### src/hdl/spd_pkg.sv
// Package for the point distance sorter: field widths, register indexes,
// controller states and the command and status groups between the two halves.
// No dependencies.
package spd_pkg;

   localparam int XZ_BITS        = 26;
   localparam int Y_BITS         = 12;
   localparam int INDEX_BITS     = 6;
   localparam int Y_LSB          = XZ_BITS;
   localparam int Z_LSB          = XZ_BITS + Y_BITS;
   localparam int REQ_TDATA_BITS = 64;
   localparam int RSP_TDATA_BITS = 72;
   localparam int RSP_PAD_BITS   = RSP_TDATA_BITS - (2 * XZ_BITS + Y_BITS + INDEX_BITS);
   localparam int CSR_INDEX_BITS = 2;
   localparam int CSR_DATA_BITS  = 26;

   localparam logic [CSR_INDEX_BITS-1:0] CSR_TARGET_X = 2'd0;
   localparam logic [CSR_INDEX_BITS-1:0] CSR_TARGET_Y = 2'd1;
   localparam logic [CSR_INDEX_BITS-1:0] CSR_TARGET_Z = 2'd2;

   typedef enum logic [3:0] {
      ST_LOAD,
      ST_SQX,
      ST_SQY,
      ST_SQZ,
      ST_STORE,
      ST_SCAN,
      ST_DRAIN,
      ST_FETCH,
      ST_EMIT
   } spd_state_type;

   typedef enum logic [1:0] {
      MUL_X,
      MUL_Y,
      MUL_Z
   } spd_mul_sel_type;

   typedef struct packed {
      logic            capture;
      logic            drop;
      logic            mul_en;
      spd_mul_sel_type mul_sel;
      logic            acc_clr;
      logic            acc_add;
      logic            store;
      logic            scan_read;
      logic            fetch;
      logic            advance;
      logic            finish;
   } spd_cmd_type;

   typedef struct packed {
      logic full;
      logic scan_end;
      logic rank_last;
      logic last;
   } spd_status_type;

endpackage

### src/hdl/spd_ctrl.sv
// Controller of the point distance sorter: load, key and selection-scan sequence.
// Depends on spd_pkg; drives spd_datapath through command and status groups.
module spd_ctrl
   import spd_pkg::*;
(
   input  logic           clock,
   input  logic           reset,
   input  logic           req_tvalid,
   input  logic           req_tlast,
   output logic           req_tready,
   output logic           rsp_tvalid,
   input  logic           rsp_tready,
   input  spd_status_type status,
   output spd_cmd_type    cmd
);

   spd_state_type state_ff;
   spd_state_type state_in;

   always_ff @(posedge clock) begin
      if (reset) begin
         state_ff <= ST_LOAD;
      end else begin
         state_ff <= state_in;
      end
   end

   always_comb begin
      state_in = state_ff;
      case (state_ff)
         ST_LOAD: begin
            if (req_tvalid) begin
               if (status.full) begin
                  state_in = req_tlast ? ST_SCAN : ST_LOAD;
               end else begin
                  state_in = ST_SQX;
               end
            end
         end
         ST_SQX:   state_in = ST_SQY;
         ST_SQY:   state_in = ST_SQZ;
         ST_SQZ:   state_in = ST_STORE;
         ST_STORE: state_in = status.last ? ST_SCAN : ST_LOAD;
         ST_SCAN: begin
            if (status.scan_end) begin
               state_in = ST_DRAIN;
            end
         end
         ST_DRAIN: state_in = ST_FETCH;
         ST_FETCH: state_in = ST_EMIT;
         ST_EMIT: begin
            if (rsp_tready) begin
               state_in = status.rank_last ? ST_LOAD : ST_SCAN;
            end
         end
         default:  state_in = ST_LOAD;
      endcase
   end

   always_comb begin
      cmd        = '0;
      cmd.mul_sel = MUL_X;
      req_tready = 1'b0;
      rsp_tvalid = 1'b0;
      case (state_ff)
         ST_LOAD: begin
            req_tready  = 1'b1;
            cmd.capture = req_tvalid;
            cmd.drop    = req_tvalid & status.full;
         end
         ST_SQX: begin
            cmd.mul_en  = 1'b1;
            cmd.mul_sel = MUL_X;
            cmd.acc_clr = 1'b1;
         end
         ST_SQY: begin
            cmd.mul_en  = 1'b1;
            cmd.mul_sel = MUL_Y;
            cmd.acc_add = 1'b1;
         end
         ST_SQZ: begin
            cmd.mul_en  = 1'b1;
            cmd.mul_sel = MUL_Z;
            cmd.acc_add = 1'b1;
         end
         ST_STORE: cmd.store     = 1'b1;
         ST_SCAN:  cmd.scan_read = 1'b1;
         ST_FETCH: cmd.fetch     = 1'b1;
         ST_EMIT: begin
            rsp_tvalid  = 1'b1;
            cmd.advance = rsp_tready & ~status.rank_last;
            cmd.finish  = rsp_tready & status.rank_last;
         end
         default: begin
         end
      endcase
   end

endmodule

### config.mk
export PLATFORM = sky130hd
export DESIGN_NAME = spd_ctrl
export DESIGN_NICKNAME = d
export VERILOG_FILES = /design/src/hdl/spd_pkg.sv /design/src/hdl/spd_ctrl.sv
export SDC_FILE = /design/constraint.sdc
export NUM_CORES = 1
export LEC_CHECK = 0
export ABC_AREA = 1
export ABC_CLOCK_PERIOD_IN_PS = 1800
export BUFFER_PORTS_ARGS = -buffer_cell sky130_fd_sc_hd__buf_2
export CORE_AREA = 2 2 39 41
export DETAILED_ROUTE_END_ITERATION = 7
export DIE_AREA = 0 0 41 43
export PLACE_DENSITY = 0.56
export SLEW_MARGIN = 20
export SYNTH_ARGS = -nofsm -noshare
export SYNTH_HDL_FRONTEND = slang
export SYNTH_SLANG_ARGS = --single-unit
export TNS_END_PERCENT = 20
### constraint.sdc
create_clock -name clock -period 1.8 [get_ports clock]
set_clock_uncertainty 0.2 [all_clocks]
set_input_delay 0.27 -clock clock [delete_from_list [all_inputs] [get_ports clock]]
set_output_delay 0.27 -clock clock [all_outputs]
set_load 0.02 [all_outputs]
==> results.yml <==
logic_synthesis:
  ys_warn_count: 0
  synth_fp_nets: 74
  yosysTopAreaCell: "dfxtp_1"
  synth_top_cell_area_share: 0.214
  avgSynthCellArea_um2: 5.76
  synth.distinct_cells: 13
  yosysMostFrequentCell: "inv_1"
  ys.flop_type: "dfxtp_1"
  ys_ff_latch: 4
  synth_area_leaders: "dfxtp_1 (21%), inv_1 (16%), nor2_1 (11%)"
  synth-edff-count: 0
  async_reset_ff_frac: 0
  synth_commonest_cells: "inv_1 (16), nor2_1 (11), nand2_1 (7)"
  syn_inst: 65
  synth_area_um2: 374
  ys_seq_area_frac: 0.214
route:
  dr.pass1.iters: 4
  antenna_left: 0
  wl_um: 919
  dr_total_vias: 463
  drt_iter0_markers: 7
  viasPerCell: 4.37
  drc: 0
  wl_per_cell_um: 8.67
worst_setup_path:
  path_max_fanout: 4
  path_class: "flip-flop to output port"
  startpoint_type: "flip-flop"
  cp.required_ns: 1.33
  endpoint_kind: "output port"
  reg2reg_slack_ns: 0.40
  crit_arrival_ns: 1.26
sta:
  drv_slew: 0
  tns_ns: 0
  min_period_over_period: 0.964
  fin_crit_ns: 1.73
  whs_ns: 0.0334
  relSlewSlack: 0.870
  hold_viol: 0
  worst_slew_pin_slew_ns: 0.195
  setup_viol: 0
  max_freq_mhz: 577
  fin_ws_ns: 0.0655
place:
  placed_cells: 103
  place_congestion: 0.790
  dp_hpwl_um: 741
  io_buffers: 22
  dp_slack_ns: 0.161
  placed_cell_area_um2: 504
global_routing:
  grt_pass1_wl_um: 1300
  first_global_vias: 391
  gr-usage-met3: 0.0157
  grt_busiest_layer: "met2"
  grt_max_degree: 8
  grt_use_met2: 0.163
  met1_usage: 0.121
  gr-total-overflow: 0
  track_usage: 0.108
  antenna_found_initial: 0
die:
  die_area_um2: 1760
  start_util: 0.270
  coreArea_um2: 1380
  rows: 14
  die_h_um: 43
  die_w_um: 41
  io_pins: 23
power_and_ir_drop:
  p_clk_frac: 0.117
  p_total_uw: 923
  power_density_nw_per_um2: 1700
  power_leakage_nw: 0.339
  total_switching_power_uw: 507
  p_seq_frac: 0.201
  intPower_uw: 416
  power.share.combinational: 0.683
  swShare: 0.549
  peakVddDrop_mv: 0.591
cells_and_area:
  drive_above_1_share: 0.444
  top_regs: "state_ff: 4 flops"
  area_delta_synth_final_pct: 45.2
  final_area_um2: 543
  layout.cells.non_filler: 106
  antenna_cells: 0
  nets: 101
  largest_reg_flops: 4
  largest-register: "state_ff"
  utilization: 0.392
clocking:
  holdBufCountCts: 0
  cts_root_buf: "clkbuf_4"
  cts_tree: "built"
  numCtsBuffers: 3
  cts_max_level: 1
  clk_latency_ns: 0.23
  cts.clk_slew.worst_paths_ns: 0.04
  clockBufferDepth: 2
  cts_sinks: 4
flow_run:
  maxCapViolations: 0
worst_hold_path:
  hp-class: "input port to flip-flop"
outcome:
  status: "complete, no violations"
==> routing by layer <==
layer	wire length, um	vias up	part of all wire
li1	-	252	-
met1	417	200	0.45
met2	451	11	0.49
met3	50	0	0.054
met4	0	0	0
met5	0	-	0
==> placed cells by master, fill, tap and decap left out <==
master / count
dfxtp_1: 1
inv_1: 15
clkbuf_4: 3
nor3_1: 5
nand3_1: 6
o21ai_1: 2
nor2_1: 10
a21oi_1: 2
nor2_2: 3
nand4_1: 2
nand2_1: 7
dfxtp_2: 3
nor2_4: 3
buf_2: 22
nand2_2: 2
nand3_2: 3
inv_2: 1
==> final cells by class <==
cell class	count	area, um2
Clock buffer	3	22.5
Fill cell	160	841
Inverter	16	60.1
Multi-Input combinational cell	45	246
Sequential cell	4	83.8
Tap cell	16	20.0
Timing Repair Buffer	22	110
==> final timing paths <==
path	start	end	depth (start not counted)
setup / recovery	state_ff[2]$_SDFFE_PP0P_	cmd[2]	5
hold / removal	reset	state_ff[2]$_SDFFE_PP0P_	2
setup reg to reg	state_ff[0]$_SDFFE_PP0P_	state_ff[0]$_SDFFE_PP0P_	6
hold reg to reg	state_ff[3]$_SDFFE_PP0P_	state_ff[1]$_SDFFE_PP0P_	3
==> kinds of logic (layout without fill, tap and decap cells) <==
family	Yosys count	in the layout	share of synthesized area
AO/OA/AOI/OAI	4	4	0.0535
flip-flops	4	4	0.214
AND/OR/NAND/NOR	41	41	0.572
buffers and inverters	16	41	0.161
==> power groups by stage <==
stage               clock network, mW  logic, mW  registers [mW]
floorplan                           0      0.469           0.160
global placement                    0      0.627           0.166
detailed placement                  0      0.624           0.166
CTS                             0.116      0.630           0.167
global route                    0.122      0.698           0.188
finish                          0.108      0.630           0.185
==> worst max-delay path: stages, from the launching register on <==
cell,delay [ns]
dfxtp_2,0.35
inv_1,0.10
nor2_4,0.14
inv_1,0.09
nor2_1,0.15
buf_2,0.20
==> timing repair <==
item                       4_1_cts  5_1_grt
pin swaps                        0        1
setup endpoints to repair        3        5
setup buffers                    0        0
gates resized for setup          1        6
(Power assumes the default switching activity.)
